File: src/design/length_prefixed_message_deframer_top_macros.svh
// Assertion macros shared by the deframer RTL.
// Depends on nothing; define NO_ASSERTIONS to compile the checks away.
`ifndef LENGTH_PREFIXED_MESSAGE_DEFRAMER_TOP_MACROS_SVH
`define LENGTH_PREFIXED_MESSAGE_DEFRAMER_TOP_MACROS_SVH

`ifndef NO_ASSERTIONS

// Check that cons holds in every cycle in which ante holds.
`define LPMD_ASSERT_IMPLY(label, clk, rst, ante, cons) \
   label: assert property (@(posedge clk) disable iff (rst) (ante) |-> (cons)) \
      else $error("lpmd: implication check failed");

// Check that cond holds in every cycle out of reset.
`define LPMD_ASSERT_ALWAYS(label, clk, rst, cond) \
   label: assert property (@(posedge clk) disable iff (rst) (cond)) \
      else $error("lpmd: invariant check failed");

`else

`define LPMD_ASSERT_IMPLY(label, clk, rst, ante, cons)
`define LPMD_ASSERT_ALWAYS(label, clk, rst, cond)

`endif

`endif

File: src/design/lpmd_pkg.sv
// Shared types and constants for the length-prefixed message deframer.
// Depends on nothing; imported by lpmd_parse and the top level.
`timescale 1ns / 1ps

package lpmd_pkg;

   // Last header byte position and the width of the header byte counter.
   localparam int HdrCntW = 4;
   localparam logic [HdrCntW-1:0] HDR_LAST = 4'd11;

   // First header byte position after each field.
   localparam logic [HdrCntW-1:0] HDR_TYPE_END    = 4'd2;
   localparam logic [HdrCntW-1:0] HDR_COMMAND_END = 4'd4;
   localparam logic [HdrCntW-1:0] HDR_INDEX_END   = 4'd6;
   localparam logic [HdrCntW-1:0] HDR_TOTAL_END   = 4'd8;

   localparam int TDATA_W = 104;

   typedef struct packed {
      logic        last;
      logic        byte_valid;
      logic [7:0]  payload_byte;
      logic [31:0] payload_length;
      logic [15:0] part_total;
      logic [15:0] part_index;
      logic [15:0] command;
      logic [15:0] msg_type;
   } result_type;

endpackage

File: src/design/lpmd_parse.sv
// Header capture and payload tracking for one byte per cycle while advance is high.
// Depends on lpmd_pkg; assertions use the shared macro header.
`timescale 1ns / 1ps
`include "length_prefixed_message_deframer_top_macros.svh"

module lpmd_parse (
   input  logic                 clock,
   input  logic                 reset,
   input  logic                 advance,
   input  logic [7:0]           data_byte,
   output logic                 res_valid,
   output lpmd_pkg::result_type result
);
   import lpmd_pkg::*;

   logic               in_payload_ff, in_payload_in;
   logic [HdrCntW-1:0] header_count_ff, header_count_in;
   logic [15:0]        type_ff, type_in;
   logic [15:0]        command_ff, command_in;
   logic [15:0]        index_ff, index_in;
   logic [15:0]        total_ff, total_in;
   logic [31:0]        length_ff, length_in;
   logic [31:0]        remaining_ff, remaining_in;
   logic               final_byte;

   assign final_byte = (remaining_ff <= 32'd1);

   always_comb begin
      in_payload_in   = in_payload_ff;
      header_count_in = header_count_ff;
      type_in         = type_ff;
      command_in      = command_ff;
      index_in        = index_ff;
      total_in        = total_ff;
      length_in       = length_ff;
      remaining_in    = remaining_ff;
      res_valid       = 1'b0;

      if (in_payload_ff) begin
         res_valid = 1'b1;
         if (final_byte) begin
            remaining_in    = '0;
            in_payload_in   = 1'b0;
            header_count_in = '0;
         end else begin
            remaining_in = remaining_ff - 32'd1;
         end
      end else begin
         // shift the byte into whichever field the count points at
         if (header_count_ff < HDR_TYPE_END) begin
            type_in = {type_ff[7:0], data_byte};
         end else if (header_count_ff < HDR_COMMAND_END) begin
            command_in = {command_ff[7:0], data_byte};
         end else if (header_count_ff < HDR_INDEX_END) begin
            index_in = {index_ff[7:0], data_byte};
         end else if (header_count_ff < HDR_TOTAL_END) begin
            total_in = {total_ff[7:0], data_byte};
         end else begin
            length_in = {length_ff[23:0], data_byte};
         end

         if (header_count_ff == HDR_LAST) begin
            header_count_in = '0;
            if (length_in == 32'd0) begin
               res_valid = 1'b1;
            end else begin
               in_payload_in = 1'b1;
               remaining_in  = length_in;
            end
         end else begin
            header_count_in = header_count_ff + HdrCntW'(1);
         end
      end
   end

   // Result carries the header as it stands after this byte.
   always_comb begin
      result.msg_type       = type_in;
      result.command        = command_in;
      result.part_index     = index_in;
      result.part_total     = total_in;
      result.payload_length = length_in;
      result.payload_byte   = in_payload_ff ? data_byte : 8'd0;
      result.byte_valid     = in_payload_ff;
      result.last           = in_payload_ff ? final_byte : 1'b1;
   end

   always_ff @(posedge clock) begin
      if (reset) begin
         in_payload_ff   <= 1'b0;
         header_count_ff <= '0;
         type_ff         <= '0;
         command_ff      <= '0;
         index_ff        <= '0;
         total_ff        <= '0;
         length_ff       <= '0;
         remaining_ff    <= '0;
      end else if (advance) begin
         in_payload_ff   <= in_payload_in;
         header_count_ff <= header_count_in;
         type_ff         <= type_in;
         command_ff      <= command_in;
         index_ff        <= index_in;
         total_ff        <= total_in;
         length_ff       <= length_in;
         remaining_ff    <= remaining_in;
      end
   end

   `LPMD_ASSERT_IMPLY(a_payload_count_live, clock, reset, in_payload_ff, remaining_ff != 32'd0)
   `LPMD_ASSERT_IMPLY(a_header_count_range, clock, reset, !in_payload_ff, header_count_ff <= HDR_LAST)
   `LPMD_ASSERT_IMPLY(a_count_idle_in_payload, clock, reset, in_payload_ff, header_count_ff == '0)

endmodule

File: src/design/length_prefixed_message_deframer_top.sv
// Path: an accepted byte waits in the input register, the parse stage turns it into
// a word where one is due, and that word enters the result queue that drives rsp_.
// Throughput: one byte per cycle, set by the single parse stage between the
// input register and a two-word result queue; rsp_tready low only stalls req_
// once the queue is full and the input register holds a byte.
// Reset: synchronous, returns to header capture with all header fields zero.
`timescale 1ns / 1ps
`include "length_prefixed_message_deframer_top_macros.svh"

module length_prefixed_message_deframer_top (
   input  logic                        clock,
   input  logic                        reset,
   // request stream: one raw byte per word
   input  logic                        req_tvalid,
   output logic                        req_tready,
   input  logic [7:0]                  req_tdata,   // [7:0] data_byte
   // result stream
   output logic                        rsp_tvalid,
   input  logic                        rsp_tready,
   // [15:0] msg_type, [31:16] command, [47:32] part_index, [63:48] part_total,
   // [95:64] payload_length, [103:96] payload_byte
   output logic [lpmd_pkg::TDATA_W-1:0] rsp_tdata,
   output logic                        rsp_tuser,   // [0] byte_valid
   output logic                        rsp_tlast    // last word of a message
);
   import lpmd_pkg::*;

   // Input register: hold one byte until the parse stage takes it.
   logic       in_valid_ff, in_valid_in;
   logic [7:0] in_byte_ff;

   // Result queue: q0 is the head, q1 the second word.
   logic [1:0] count_ff, count_in;
   result_type q0_ff, q0_in;
   result_type q1_ff, q1_in;

   logic       advance;
   logic       res_valid;
   result_type result;
   logic       push;
   logic       pop;
   logic       req_fire;
   logic       empty_word_ok;

   // Advance the parse stage whenever a byte is held and the queue has room for one more word;
   // this uses registered state only, so rsp_tready never reaches req_tready.
   assign advance    = in_valid_ff && (count_ff != 2'd2);
   assign req_tready = !in_valid_ff || advance;
   assign req_fire   = req_tvalid && req_tready;

   assign in_valid_in = req_fire ? 1'b1 : (advance ? 1'b0 : in_valid_ff);

   lpmd_parse u_parse (
      .clock     (clock),
      .reset     (reset),
      .advance   (advance),
      .data_byte (in_byte_ff),
      .res_valid (res_valid),
      .result    (result)
   );

   assign push = advance && res_valid;
   assign pop  = rsp_tvalid && rsp_tready;

   always_comb begin
      count_in = count_ff;
      q0_in    = q0_ff;
      q1_in    = q1_ff;
      unique case (count_ff)
         2'd0: begin
            if (push) begin
               q0_in    = result;
               count_in = 2'd1;
            end
         end
         2'd1: begin
            if (push && pop) begin
               q0_in = result;
            end else if (push) begin
               q1_in    = result;
               count_in = 2'd2;
            end else if (pop) begin
               count_in = 2'd0;
            end
         end
         2'd2: begin
            // no push possible while full; drop the head on pop
            if (pop) begin
               q0_in    = q1_ff;
               count_in = 2'd1;
            end
         end
         default: begin
            count_in = 2'd0;
         end
      endcase
   end

   always_ff @(posedge clock) begin
      if (reset) begin
         in_valid_ff <= 1'b0;
         count_ff    <= 2'd0;
      end else begin
         in_valid_ff <= in_valid_in;
         count_ff    <= count_in;
      end
   end

   // Payload registers: no reset needed.
   always_ff @(posedge clock) begin
      if (req_fire) begin
         in_byte_ff <= req_tdata;
      end
      q0_ff <= q0_in;
      q1_ff <= q1_in;
   end

   assign rsp_tvalid = (count_ff != 2'd0);
   assign rsp_tdata  = {q0_ff.payload_byte, q0_ff.payload_length, q0_ff.part_total,
                        q0_ff.part_index, q0_ff.command, q0_ff.msg_type};
   assign rsp_tuser  = q0_ff.byte_valid;
   assign rsp_tlast  = q0_ff.last;

   // An empty message word ends the message and carries no length and no byte.
   assign empty_word_ok = rsp_tlast && (q0_ff.payload_length == 32'd0) &&
                          (q0_ff.payload_byte == 8'd0);

   `LPMD_ASSERT_ALWAYS(a_queue_bound, clock, reset, count_ff != 2'd3)
   `LPMD_ASSERT_IMPLY(a_empty_msg_form, clock, reset, rsp_tvalid && !rsp_tuser, empty_word_ok)
   `LPMD_ASSERT_IMPLY(a_full_blocks_parse, clock, reset, count_ff == 2'd2, !push)

endmodule
File: config.mk
export PLATFORM = sky130hd
export DESIGN_NAME = length_prefixed_message_deframer_top
export DESIGN_NICKNAME = d
export VERILOG_FILES = /design/src/design/lpmd_pkg.sv /design/src/design/lpmd_parse.sv /design/src/design/length_prefixed_message_deframer_top.sv
export VERILOG_INCLUDE_DIRS = /design/src /design/src/design
export SDC_FILE = /design/constraint.sdc
export NUM_CORES = 1
export LEC_CHECK = 0
export BUFFER_PORTS_ARGS = -buffer_cell sky130_fd_sc_hd__buf_4
export CORE_MARGIN = 2
export CORE_UTILIZATION = 60
export DETAILED_ROUTE_END_ITERATION = 8
export PLACE_DENSITY = 0.8
export SLEW_MARGIN = 20
export SYNTH_ARGS = -nofsm -noshare
export SYNTH_HDL_FRONTEND = slang
export SYNTH_SLANG_ARGS = --single-unit
File: constraint.sdc
create_clock -name clock -period 11.95 [get_ports clock]
set_input_delay 1.195 -clock clock [delete_from_list [all_inputs] [get_ports clock]]
set_output_delay 1.195 -clock clock [all_outputs]
set_load 0.02 [all_outputs]
; ---- Yosys cells after proc, flatten, opt, wreduce, memory -nomap -nowiden
; Index checks and enable logic that the tools add are counted.
[word_totals]
reg_bits = 356
input_bits = 12
out_inout_bits = 108
wordCells = 112
[classes]
addsub = 2
magnitude_cmp = 5
eq_ne = 11
mux = 48
bitwise_logic = 1
n_reduce_logical = 18
[ops]
columns = operator, count
row1 = $mux W32, 10
row2 = $mux W106, 3
row3 = $pmux W106 S3, 1
row4 = $mux W16, 14
row5 = $le A32 B1 Y1 const B, 1
row6 = $logic_not A32 Y1, 1
row7 = $sub A32 B1 Y32 const B, 1
row8 = $mux W4, 3
row9 = $ne A2 B2 Y1 const B, 6
row10 = $mux W1, 10
row11 = $mux W2, 5
row12 = $lt A4 B3 Y1 const B, 2
row13 = $mux W8, 1
row14 = $reduce_and A4 Y1, 2
row15 = $pmux W2 S3, 1
row16 = $reduce_and A3 Y1, 2
row17 = $reduce_bool A2 Y1, 3
row18 = $logic_and A1 B1 Y1, 5
row19 = $add A4 B1 Y4 const B, 1
row20 = $eq A4 B4 Y1 const B, 1
row21 = $lt A4 B2 Y1 const B, 1
row22 = $lt A4 B4 Y1 const B, 1
row23 = $ne A3 B3 Y1 const B, 1
row24 = $reduce_bool A3 Y1, 1
row25 = other kinds (8), 8

; ---- Longest topological paths before layout
[logic_depth]
depth_word = 14
ltp_mapped = 10

; ---- By module
; A second synthesis with hierarchy kept.
[hier_totals]
hier_cells = 1259
area_unflattened_um2 = 15627.5
[modules_own_cells]
columns = module, instances, cells_each, area_per_inst_um2, seq_area_each_um2
row1 = length_prefixed_message_deframer_top, 1, 360, 8119.0, 6666.4
row2 = lpmd_parse, 1, 899, 7508.5, 2662.6

; ---- Worst setup path after synthesis
; OpenSTA, ideal clock, no wires.
[synth_path]
path_kind = register to register
startpoint = register u_parse.length_ff[6]
endpoint = register q1_ff[0] in the netlist's numbering, enable pin
setup_ns = 0.722
t_arrival_ns = 9.297
required_time_ns = 11.228
path_slack_ns = 1.931
stages_incl_launch_ff = 6
period_less_slack_ns = 10.019
path_cell_list = dfxtp_1 > or4_4 > nor3_2 > o2111ai_2 > o21ai_0 > nor3b_1
[synth_between]
elab_chain_len = 13
[synth_rtl]
columns = item, line
row1 = "start, declared", lpmd_parse.sv:22  ; logic [31:0] length_ff, length_in;
row2 = "start signal, assigned", lpmd_parse.sv:105  ; length_ff <= length_in;
row3 = $mux W32, lpmd_parse.sv:56  ; end else if (header_count_ff < HDR_TOTAL_END) begin
row4 = $mux W32, lpmd_parse.sv:54  ; end else if (header_count_ff < HDR_INDEX_END) begin
row5 = $mux W32, lpmd_parse.sv:52  ; end else if (header_count_ff < HDR_COMMAND_END) begin
row6 = $mux W32 (*), lpmd_parse.sv:50  ; if (header_count_ff < HDR_TYPE_END) begin
row7 = $mux W32 (*), lpmd_parse.sv:39  ; if (in_payload_ff) begin
row8 = $logic_not A32 Y1 (*), lpmd_parse.sv:64  ; if (length_in == 32'd0) begin
row9 = $mux W1 (*), lpmd_parse.sv:64
row10 = $mux W1 (*), lpmd_parse.sv:62  ; if (header_count_ff == HDR_LAST) begin
row11 = $mux W1 (*), lpmd_parse.sv:39
row12 = $logic_and A1 B1 Y1 (*), length_prefixed_message_deframer_top.sv:62  ; assign push = advance && res_valid;
row13 = $logic_and A1 B1 Y1, length_prefixed_message_deframer_top.sv:77  ; if (push && pop) begin
row14 = $not A1 Y1 (no source line), --
row15 = $reduce_and A3 Y1 (no source line) (*), --
row16 = "end signal, assigned", length_prefixed_message_deframer_top.sv:115  ; q1_ff <= q1_in;
row17 = "end, declared", length_prefixed_message_deframer_top.sv:35  ; result_type q1_ff, q1_in;
; Mark *: on every way between the ends. The rest lies on a longest branch, timed or not. The select of a mux whose other input is x is not followed.
; A chain may end at the register's enable or synchronous reset.

; ---- Worst setup path after layout
[layout_path]
startpoint = register u_parse.header_count_ff[3]
endpoint = register q1_ff[84] in the netlist's numbering, enable pin
[layout_between]
elab_chain_len = 14
elab_cells_between_ends = 18
cone_classes = order compare (4) / eq/ne (1) / mux (8) / bitwise (1) / reduce/logical (4)
[layout_rtl]
columns = item, line
row1 = "start, declared", lpmd_parse.sv:17  ; logic [HdrCntW-1:0] header_count_ff, header_count_in;
row2 = "start signal, assigned", lpmd_parse.sv:100  ; header_count_ff <= header_count_in;
row3 = $lt A4 B4 Y1, lpmd_parse.sv:56
row4 = $mux W32, lpmd_parse.sv:56
row5 = $mux W32, lpmd_parse.sv:54
row6 = $mux W32, lpmd_parse.sv:52
row7 = $mux W32, lpmd_parse.sv:50
row8 = $mux W32, lpmd_parse.sv:39
row9 = $logic_not A32 Y1, lpmd_parse.sv:64
row10 = $mux W1, lpmd_parse.sv:64
row11 = $mux W1 (*), lpmd_parse.sv:62
row12 = $mux W1 (*), lpmd_parse.sv:39
row13 = $logic_and A1 B1 Y1 (*), length_prefixed_message_deframer_top.sv:62
row14 = $logic_and A1 B1 Y1, length_prefixed_message_deframer_top.sv:77
row15 = $not A1 Y1 (no source line), --
row16 = $reduce_and A3 Y1 (no source line) (*), --
; Marked as above.

==> impl_summary.log <==
[metrics] maximum vdd ir drop: a little over 0.00009 V
[metrics] hpwl dp: 21880 um
[metrics] Yosys warning total: 0
[metrics] drt via density: 5.978
[metrics] final hold violation count: 0
[metrics] clock transition time at the flip-flop clock pins of the worst setup and hold paths: 0.06 ns
[metrics] number of nets with antenna violations after detailed routing: 0
[metrics] cell family contributing the most delay on the critical path: simple AND/OR/NAND/NOR gates
[metrics] fillcell total: 1829
[metrics] area occupied by registers: just over 0.009 mm^2
[metrics] core occupancy in the finished layout: 0.6995
[metrics] Die H: 163.9 um
[metrics] Slew Viols, Final: 0
[metrics] number of distinct library cells after synthesis: 60
[metrics] fraction of final layout cells sized beyond drive strength 1: 0.1414
[metrics] routed len/inst: 19.06 um
[metrics] Final Routed Wirelength: roughly 35000 um
[metrics] die outline area: ~0.027 mm^2
[metrics] Synth Register Bits: between 300 and 400
[metrics] number of buffers created by CTS: 37
[metrics] power consumption: 2.591 mW
[metrics] final weighted congestion in routability-driven placement: 0.8922
[metrics] global-route wire length before repair: 54570 um
[metrics] number of maximum-capacitance constraint violations: 0
[metrics] worst clock skew: 0.01544 ns
[metrics] Worst Hold Margin: 0.4923 ns
[metrics] clock root cell: clkbuf_16
[metrics] area delta synth->final: 14.50%
[metrics] Layout Cells excl Fill: roughly 1800
[metrics] Post-synth EDFFs: 220
[metrics] number of buffer cells added on primary ports: 119
[metrics] worst-case headroom to the max-slew limit: 0.2751
[metrics] count of H-tree levels built during CTS: 2
[metrics] placed cell count: roughly 1800
[metrics] power density relative to cell area: 147.5 mW/mm^2
[metrics] proportion of register bits with asynchronous set or reset after synthesis: 0
[metrics] via count of the first global-routing pass: between 10000 and 15000
[metrics] antenna violations before repair: 0
[metrics] Multi-input gate area: 0.005274 mm^2
[metrics] setup repair after global routing missed its margin: false
[metrics] TritonRoute pass-1 iters: 7
[metrics] Tcrit/Tclk final: 0.3642
[metrics] number of top-level pins: 120
[metrics] Hold WC Path Type: reg -> reg
[metrics] cell type of the slowest stage on the worst timing path: dfxtp_2
[metrics] slew of the pin with the lowest slew margin: 1.086 ns
[metrics] Initial Util: 0.6109
[metrics] Synth Flop Type: edfxtp_1
[metrics] maximum buffer depth of the clock tree: 3
[metrics] worst skew pair latency: 0.53 ns
[metrics] Antenna diodes: 0
[metrics] cell area after synthesis: 0.01534 mm^2
[metrics] Final setup violation count: 0
[metrics] TritonCTS clock tree: done
[metrics] count of hold-fix buffers inserted at cts: 0
[metrics] fin crit period: ~4.4 ns
[metrics] Avg Synthesized Cell Area: 10.94 um^2
[metrics] part of the Yosys area used for sequential elements: 0.6082
[metrics] core box area: 0.02511 mm^2
[metrics] DRC Markers: 0
[metrics] clock tree sinks: 356
[metrics] width of the chip: 163.9 um
[metrics] global-route total usage across every layer: 0.2589
[metrics] type of the worst setup path: reg -> reg
[metrics] category of the worst setup path capture point: flip-flop
[metrics] fmax: between 0.2 and 0.25 GHz
[metrics] final setup TNS: 0 ns
[metrics] result of the run: completed
[metrics] number of standard cells after synthesis: 1402
[metrics] required time at the worst-slack endpoint: about 12 ns
[metrics] total number of vias: 10975
[metrics] gr ovfl total: 0
[metrics] leakage: 7.075 nW
[metrics] largest net degree at the start of global routing: ~120
[metrics] initial DRC count: 1072
[metrics] Post-CTS Setup Bufs: 0
[metrics] Net count, final: 1493
[metrics] Critical path buffers and inverters: 1
[metrics] CP arrival: between 4 and 5 ns
[metrics] syn nets: 1417
[metrics] delay of the slowest cell on the worst path: 1.03 ns
[metrics] number of gates resized after cts: 0
[metrics] number of placement rows: 58
[metrics] cells along the critical path: or4b_1 > nor4_4 > o211ai_1 > o21ai_0 > nor3b_4 > buf_4
[metrics] Worst setup SP type: flip-flop
[metrics] maximum fanout along the worst path: 79
## per-layer routing
layer,track usage,vias up,share of wire
li1,-,5223,-
met1,0.3885,5278,0.45
met2,0.3917,413,0.46
met3,0.04798,61,0.076
met4,0.06579,0,0.021
met5,0,-,0
## worst min-delay path: cells and delay by family, from the launching register on
kind,cells,cell delay (ns)
flip-flops,1,0.31
AO/OA/AOI/OAI,2,0.13
## registers in the layout (all words and copies together) (netlist names), 8 cells and up
name	count
q1_ff	106
u_parse.total_ff	16
u_parse.length_ff	32
u_parse.index_ff	16
u_parse.command_ff	16
in_byte_ff	8
u_parse.type_ff	16
rsp_tdata	104
u_parse.remaining_ff	32
## path summary, 6_finish.rpt
kind | startpoint | end | slack (ns) | cells past startpoint
max | u_parse.header_count_ff[3]$_SDFFE_PP0P_ | q1_ff[84]$_DFFE_PP_ | 7.60 | 6
max reg2reg | u_parse.header_count_ff[3]$_SDFFE_PP0P_ | q1_ff[84]$_DFFE_PP_ | 7.60 | 6
min | u_parse.remaining_ff[11]$_SDFFE_PP0P_ | u_parse.remaining_ff[11]$_SDFFE_PP0P_ | 0.49 | 2
min reg2reg | u_parse.remaining_ff[11]$_SDFFE_PP0P_ | u_parse.remaining_ff[11]$_SDFFE_PP0P_ | 0.49 | 2
## final cells by class
cell class	instances	area share
clock buffers	50	0.05784
clock inverters	17	0.009118
inverters	107	0.02287
multi-input cells	848	0.3003
flip-flops and latches	356	0.5313
well taps	330	0.02351
repair buffers	128	0.05514
## synth_stat cells, drive strengths merged (2+ instances only)
| master | number | area [um^2] |
|---|---|---|
| o21ai | 43 | 215.2 |
| and4b | 2 | 20.02 |
| a31oi | 9 | 62.56 |
| and2 | 12 | 75.07 |
| and4 | 3 | 26.28 |
| nor4 | 18 | 158.9 |
| o32ai | 8 | 70.07 |
| nand2 | 29 | 108.9 |
| edfxtp | 220 | 6606 |
| nand4 | 5 | 31.28 |
| a22oi | 2 | 15.01 |
| mux2i | 124 | 1241 |
| dfxtp | 136 | 2723 |
| inv | 107 | 401.6 |
| o32a | 2 | 20.02 |
| nand3 | 8 | 40.04 |
| buf | 20 | 113.9 |
| a2111o | 2 | 22.52 |
| or4 | 9 | 75.07 |
| mux2 | 10 | 112.6 |
| o211ai | 5 | 37.54 |
| nor2 | 241 | 904.6 |
| o22ai | 8 | 50.05 |
| or3 | 4 | 25.02 |
| nor3 | 22 | 125.1 |
| nor3b | 3 | 22.52 |
| a21oi | 145 | 725.7 |
| clkbuf | 71 | 266.5 |
| and3 | 7 | 43.79 |
| nor2b | 2 | 12.51 |
| nand2b | 7 | 43.79 |
| ha | 3 | 37.54 |
| a211oi | 100 | 755.7 |
## power breakdown
part           switching (mW)  internal (mW)
Clock                   0.463          0.644
Sequential             0.0275           1.33
Combinational          0.0824         0.0468
Total                   0.573           2.02
## cells in the final DEF, fill, tap and decap left out, drive strengths merged, types with 9 or more instances in the layout
cell type and instances:
or4 9, mux2 10, clkbuf 50, dfxtp 136
and2 12, a211oi 100, nand2 29, nor2 241
o21ai 43, edfxtp 220, nor3 22, inv 108
clkinv 12, mux2i 124, a21oi 145, buf 128
nor4 18, a31oi 9
## kinds of logic after synthesis
| logic type | Yosys count | share of synthesized area |
|---|---|---|
| compound gates | 335 | 0.1363 |
| flops | 356 | 0.6082 |
| mux | 134 | 0.08825 |
| buf+inv | 198 | 0.05098 |
| simple gates | 376 | 0.1139 |
| fa+ha+maj | 3 | 0.002447 |
## metrics by stage
stage	area, um^2	worst slack (ns)
finish	17560	7.598
global route	17560	7.337
CTS	17550	7.382
detailed placement	16370	7.374
global placement	16370	7.502
floorplan	15340	1.931
(Power assumes the default switching activity.)
